$ cat src/hw/rtl/vbrl_fifo.sv
module vbrl_fifo #(
   parameter int WIDTH = 8,
   parameter int DEPTH = 4
) (
   input  logic             clock,
   input  logic             reset,
   input  logic             push,
   input  logic [WIDTH-1:0] wr_data,
   output logic             full,
   input  logic             pop,
   output logic [WIDTH-1:0] rd_data,
   output logic             empty
);

   localparam int AW = (DEPTH > 2) ? $clog2(DEPTH) : 1;

   logic [WIDTH-1:0] slot_ff [DEPTH];
   logic [AW-1:0]    wr_ptr_ff;
   logic [AW-1:0]    rd_ptr_ff;
   logic [AW:0]      count_ff;
   logic             push_ok;
   logic             pop_ok;

   assign full    = (count_ff == (AW+1)'(DEPTH));
   assign empty   = (count_ff == '0);
   assign push_ok = push && !full;
   assign pop_ok  = pop && !empty;
   assign rd_data = slot_ff[rd_ptr_ff];

   always_ff @(posedge clock) begin
      if (push_ok) begin
         slot_ff[wr_ptr_ff] <= wr_data;
      end
   end

   always_ff @(posedge clock) begin
      if (reset) begin
         wr_ptr_ff <= '0;
         rd_ptr_ff <= '0;
         count_ff  <= '0;
      end else begin
         if (push_ok) begin
            wr_ptr_ff <= (wr_ptr_ff == AW'(DEPTH - 1)) ? '0 : wr_ptr_ff + 1'b1;
         end
         if (pop_ok) begin
            rd_ptr_ff <= (rd_ptr_ff == AW'(DEPTH - 1)) ? '0 : rd_ptr_ff + 1'b1;
         end
         if (push_ok && !pop_ok) begin
            count_ff <= count_ff + 1'b1;
         end else if (pop_ok && !push_ok) begin
            count_ff <= count_ff - 1'b1;
         end
      end
   end

endmodule

$ cat config.mk
export PLATFORM = sky130hd
export DESIGN_NAME = vbrl_fifo
export DESIGN_NICKNAME = d
export VERILOG_FILES = /design/src/hw/rtl/vbrl_fifo.sv
export SDC_FILE = /design/constraint.sdc
export NUM_CORES = 1
export LEC_CHECK = 0
export BUFFER_PORTS_ARGS = -buffer_cell sky130_fd_sc_hd__buf_2
export CAP_MARGIN = 20
export CORE_MARGIN = 4
export CORE_UTILIZATION = 50
export DETAILED_ROUTE_END_ITERATION = 10
export GPL_TIMING_DRIVEN = 0
export HOLD_SLACK_MARGIN = 0.12
export PLACE_DENSITY = 0.73
export SYNTH_ARGS = -nofsm -noshare
export SYNTH_HDL_FRONTEND = slang
export SYNTH_SLANG_ARGS = --single-unit
$ cat constraint.sdc
create_clock -name clock -period 2 [get_ports clock]
set_input_delay 0.1 -clock clock [delete_from_list [all_inputs] [get_ports clock]]
set_output_delay 0.1 -clock clock [all_outputs]
set_load 0.1 [all_outputs]
==> impl_results.md <==
* Final std cells w/o fill at 182
* Overflow left after global routing at 0
* Instance area at placement at 1840 sq um
* Areal power density over the cells at 1410 nW/um^2
* Timing-limited maximum frequency at 494 MHz
* Setup repair after global routing missed its margin: yes
* Register bit total from synthesis at 41
* Final period demand of the worst path at 2020 ps
* Area of combinational cells with multiple inputs at 500 sq um
* Worst-Skew Late Latency at 340 ps
* Effective utilization at floorplan at 53.0%
* Adder and majority gate portion of the synthesized area at 5.78%
* Clock slew seen by the registers of the worst setup and hold paths at 110 ps
* Cell count after synthesis at 92
* DIE WIDTH at 65.4 microns
* Critical-path cell list: or3b_4 -> clkinv_8 -> nor2_4 -> ha_4 -> inv_2 -> fa_2 -> xor2_1 -> or3_4 -> a21oi_2
* Worst path bufs/invs at 2
* Sequential Area at 1150 sq um
* Num ports at 22
* Internal portion of total power at 0.00172 W
* Tightest Pin Transition at 497 ps
* Mean Syn Cell Area at 17.9 sq um
* Synth Area in XOR/XNOR at 1.06%
* Number of port buffers at 20
* Vertical die dimension at 65.4 microns
* Global-route usage over all layers at 15.8%
* Share of layout cells above drive strength 1 at 45.7%
* Logic pwr share at 45.1%
* Power share of the sequential group at 37.8%
* Detailed-route via count at 917
* Die Area at 4270 sq um
* Setup Crit Path Kind: reg2reg
* Critical path launch point type: flop
* Crit share post-route at 101%
* Leakage power at 0.790 nW
* Max-slew headroom at 67.1%
* Final Wtd Congestion at 0.685
* Final critical-path setup slack at -24.7 ps
* HPWL Detailed at 1790 microns
* Site row count at 20
* Crit path max-delay family: simple AND/OR/NAND/NOR gates
* Worst Setup End Kind: flop
* Count of nets left with antenna violations after detail routing at 0
* Largest family of logic cells by synthesized area: multiplexers
* Simple-gate portion of the synthesized area at 5.70%
* Data required time of the critical path at 2280 ps
* Hold WC Path Type: in2reg
* CTS Buf Count at 5
* Global-route wire length before repair at 4860 microns
* Setup Viol. Count Final at 1
* CTS tree: done
* Seq/Total Area, Yosys at 69.4%
* Stage delay of the slowest cell on the critical path at 360 ps
* End-of-flow core utilization at 67.7%
* Number of distinct library cell variants in the gate-level netlist after synthesis at 26
* TritonRoute pass-1 iters at 4
* Final Routed Wirelength at 2750 microns
* Drt first-iter violations at 36
* Net switching power of the design at 0.00125 W
* Worst Min Path Start: pop
* Number of diodes added for antenna fixing at 0
* Post-synthesis instance area at 1650 sq um
* Clock tree sinks at 41
* Per-cell routed wire length at 15.1 microns
* Multiplexer share of the synthesized area at 12.2%
* Std-Cell Core Area at 3100 sq um
* Synthesized Nets at 111
* Highest-delay cell along the critical path: dfxtp_4
* Final total negative setup slack at -24.7 ps
* Layout area overhead at 27.7%
* Fillers at 232
* Final nets at 156
* Count of max-cap constraint violations at 0
* Worst hold slack at 248 ps
* Reg2reg start: count_ff[2]
* Via count of the first global-routing pass at 1,055
* Source of the critical timing path: count_ff[2]
* Peak ir drop on the vdd network at 0.00109 V
* Maximum fanout count along the critical path at 3
* Clock share of power at 17.1%
* Final Slew Violations at 0
* Post-Layout Inst Area at 2100 sq um
* Maximum count of clock buffers along a single path at 2
* Data arrival time of the critical path at 2300 ps
* Number of antenna violations at the first check in global routing at 0
* Drt via density at 5.04
* Pin count of the biggest net entering global routing at 13
* H-tree levels at 2
* Post-route DRC violation count at 0
* Placed instance count at 156
* Status: complete, but fails checks
* Final clock skew at 2.74 ps
* Failing checks: negative setup slack
* Library cell used as clock root buffer: clkbuf_4
* Synth warnings at 0
* Post-synthesis compound-gate area fraction at 3.04%
* Switching fraction of total power at 42.1%
* Number of hold violations in the final report at 0
per-stage QoR:
step                      total power (W)  setup WS (ps)
after floorplan                   0.00217           -115
after global placement            0.00233          -95.9
after detailed placement          0.00236           -146
after CTS                         0.00299          -4.67
after global routing              0.00312           -106
final                             0.00297          -24.7
cells by family after synthesis:
logic type / count (synthesis)
AOI/OAI and AO/OA: 7
xor gates and xnor gates: 2
adders and majority gates: 7
buffers and inverters: 9
DFF: 41
muxes: 10
and+or+nand+nor: 16
registers in the layout, summed over array words and instances, names as in the netlist, named ones only:
name       count
rd_ptr_ff      2
wr_ptr_ff      2
slot_ff       32
count_ff       3
cell usage after synthesis (all sizes together):
library cell / instances / share of area, %
buf: 3 / 1.2
mux2i: 2 / 1.2
and3: 4 / 1.8
a21oi: 3 / 0.91
mux4: 8 / 11
dfxtp: 9 / 11
clkbuf: 1 / 0.23
nor2: 4 / 1.1
fa: 1 / 1.2
o31ai: 2 / 1.5
or3b: 1 / 0.53
inv: 4 / 0.91
nand2: 1 / 0.23
xor2: 2 / 1.1
edfxtp: 32 / 58
clkinv: 1 / 0.53
or3: 2 / 0.84
nand3: 2 / 0.61
o21ai: 2 / 0.61
ha: 6 / 4.6
nor3: 2 / 0.61
path summary, 6_finish.rpt:
kind / to / slack [ps] / cells after the start
max: count_ff[2] / -20 / 9
min: count_ff[0] / 250 / 5
max reg2reg: count_ff[2] / -20 / 9
min reg2reg: flop / 510 / 2
layout make-up:
| cell class | count | area share (%) |
|---|---|---|
| flip-flops and latches | 41 | 54.9 |
| multi-input cells | 42 | 23.8 |
| repair buffers | 40 | 13.1 |
| well taps | 44 | 2.62 |
| clock buffers | 6 | 1.97 |
| clock inverters | 2 | 1.61 |
| inverters | 5 | 1.49 |
| plain buffers | 2 | 0.536 |
placed cells by master (no fill, tap or decap), drive strengths merged, types with 3 or more instances in the layout:
| cell type | instances |
|---|---|
| and3 | 4 |
| buf | 30 |
| dlygate4sd3 | 10 |
| edfxtp | 32 |
| inv | 4 |
| clkbuf | 8 |
| nor2 | 4 |
| mux4 | 8 |
| ha | 6 |
| a21oi | 3 |
| dfxtp | 9 |
power groups by stage:
stage | logic [W] | clock network [W] | registers [W]
floorplan | 0.00106 | 0 | 0.00112
global placement | 0.00121 | 0 | 0.00112
detailed placement | 0.00123 | 0 | 0.00113
CTS | 0.00136 | 0.000521 | 0.00111
global route | 0.00142 | 0.000563 | 0.00114
finish | 0.00134 | 0.000508 | 0.00112
tightest hold or removal path: cells and delay by family:
family                     cells  cell delay (ps)
AOI/OAI and AO/OA              1               70
xor gates and xnor gates       1               60
adders and majority gates      1              150
buffers and inverters          1              110
and+or+nand+nor                1               70
routing by layer:
metal  wire (microns)  GRT usage, %
met5                0             0
met4               64          8.55
met3              133          4.27
met2             1470          27.3
met1             1080          17.6
timing repair:
item,in CTS,in global routing
buffers inserted,9,1
pin swaps,5,2
setup endpoints to repair,1,10
endpoints found under the hold margin,35,0
gates resized for setup,4,2
hold buffers,10,0
(Power assumes the default switching activity.)
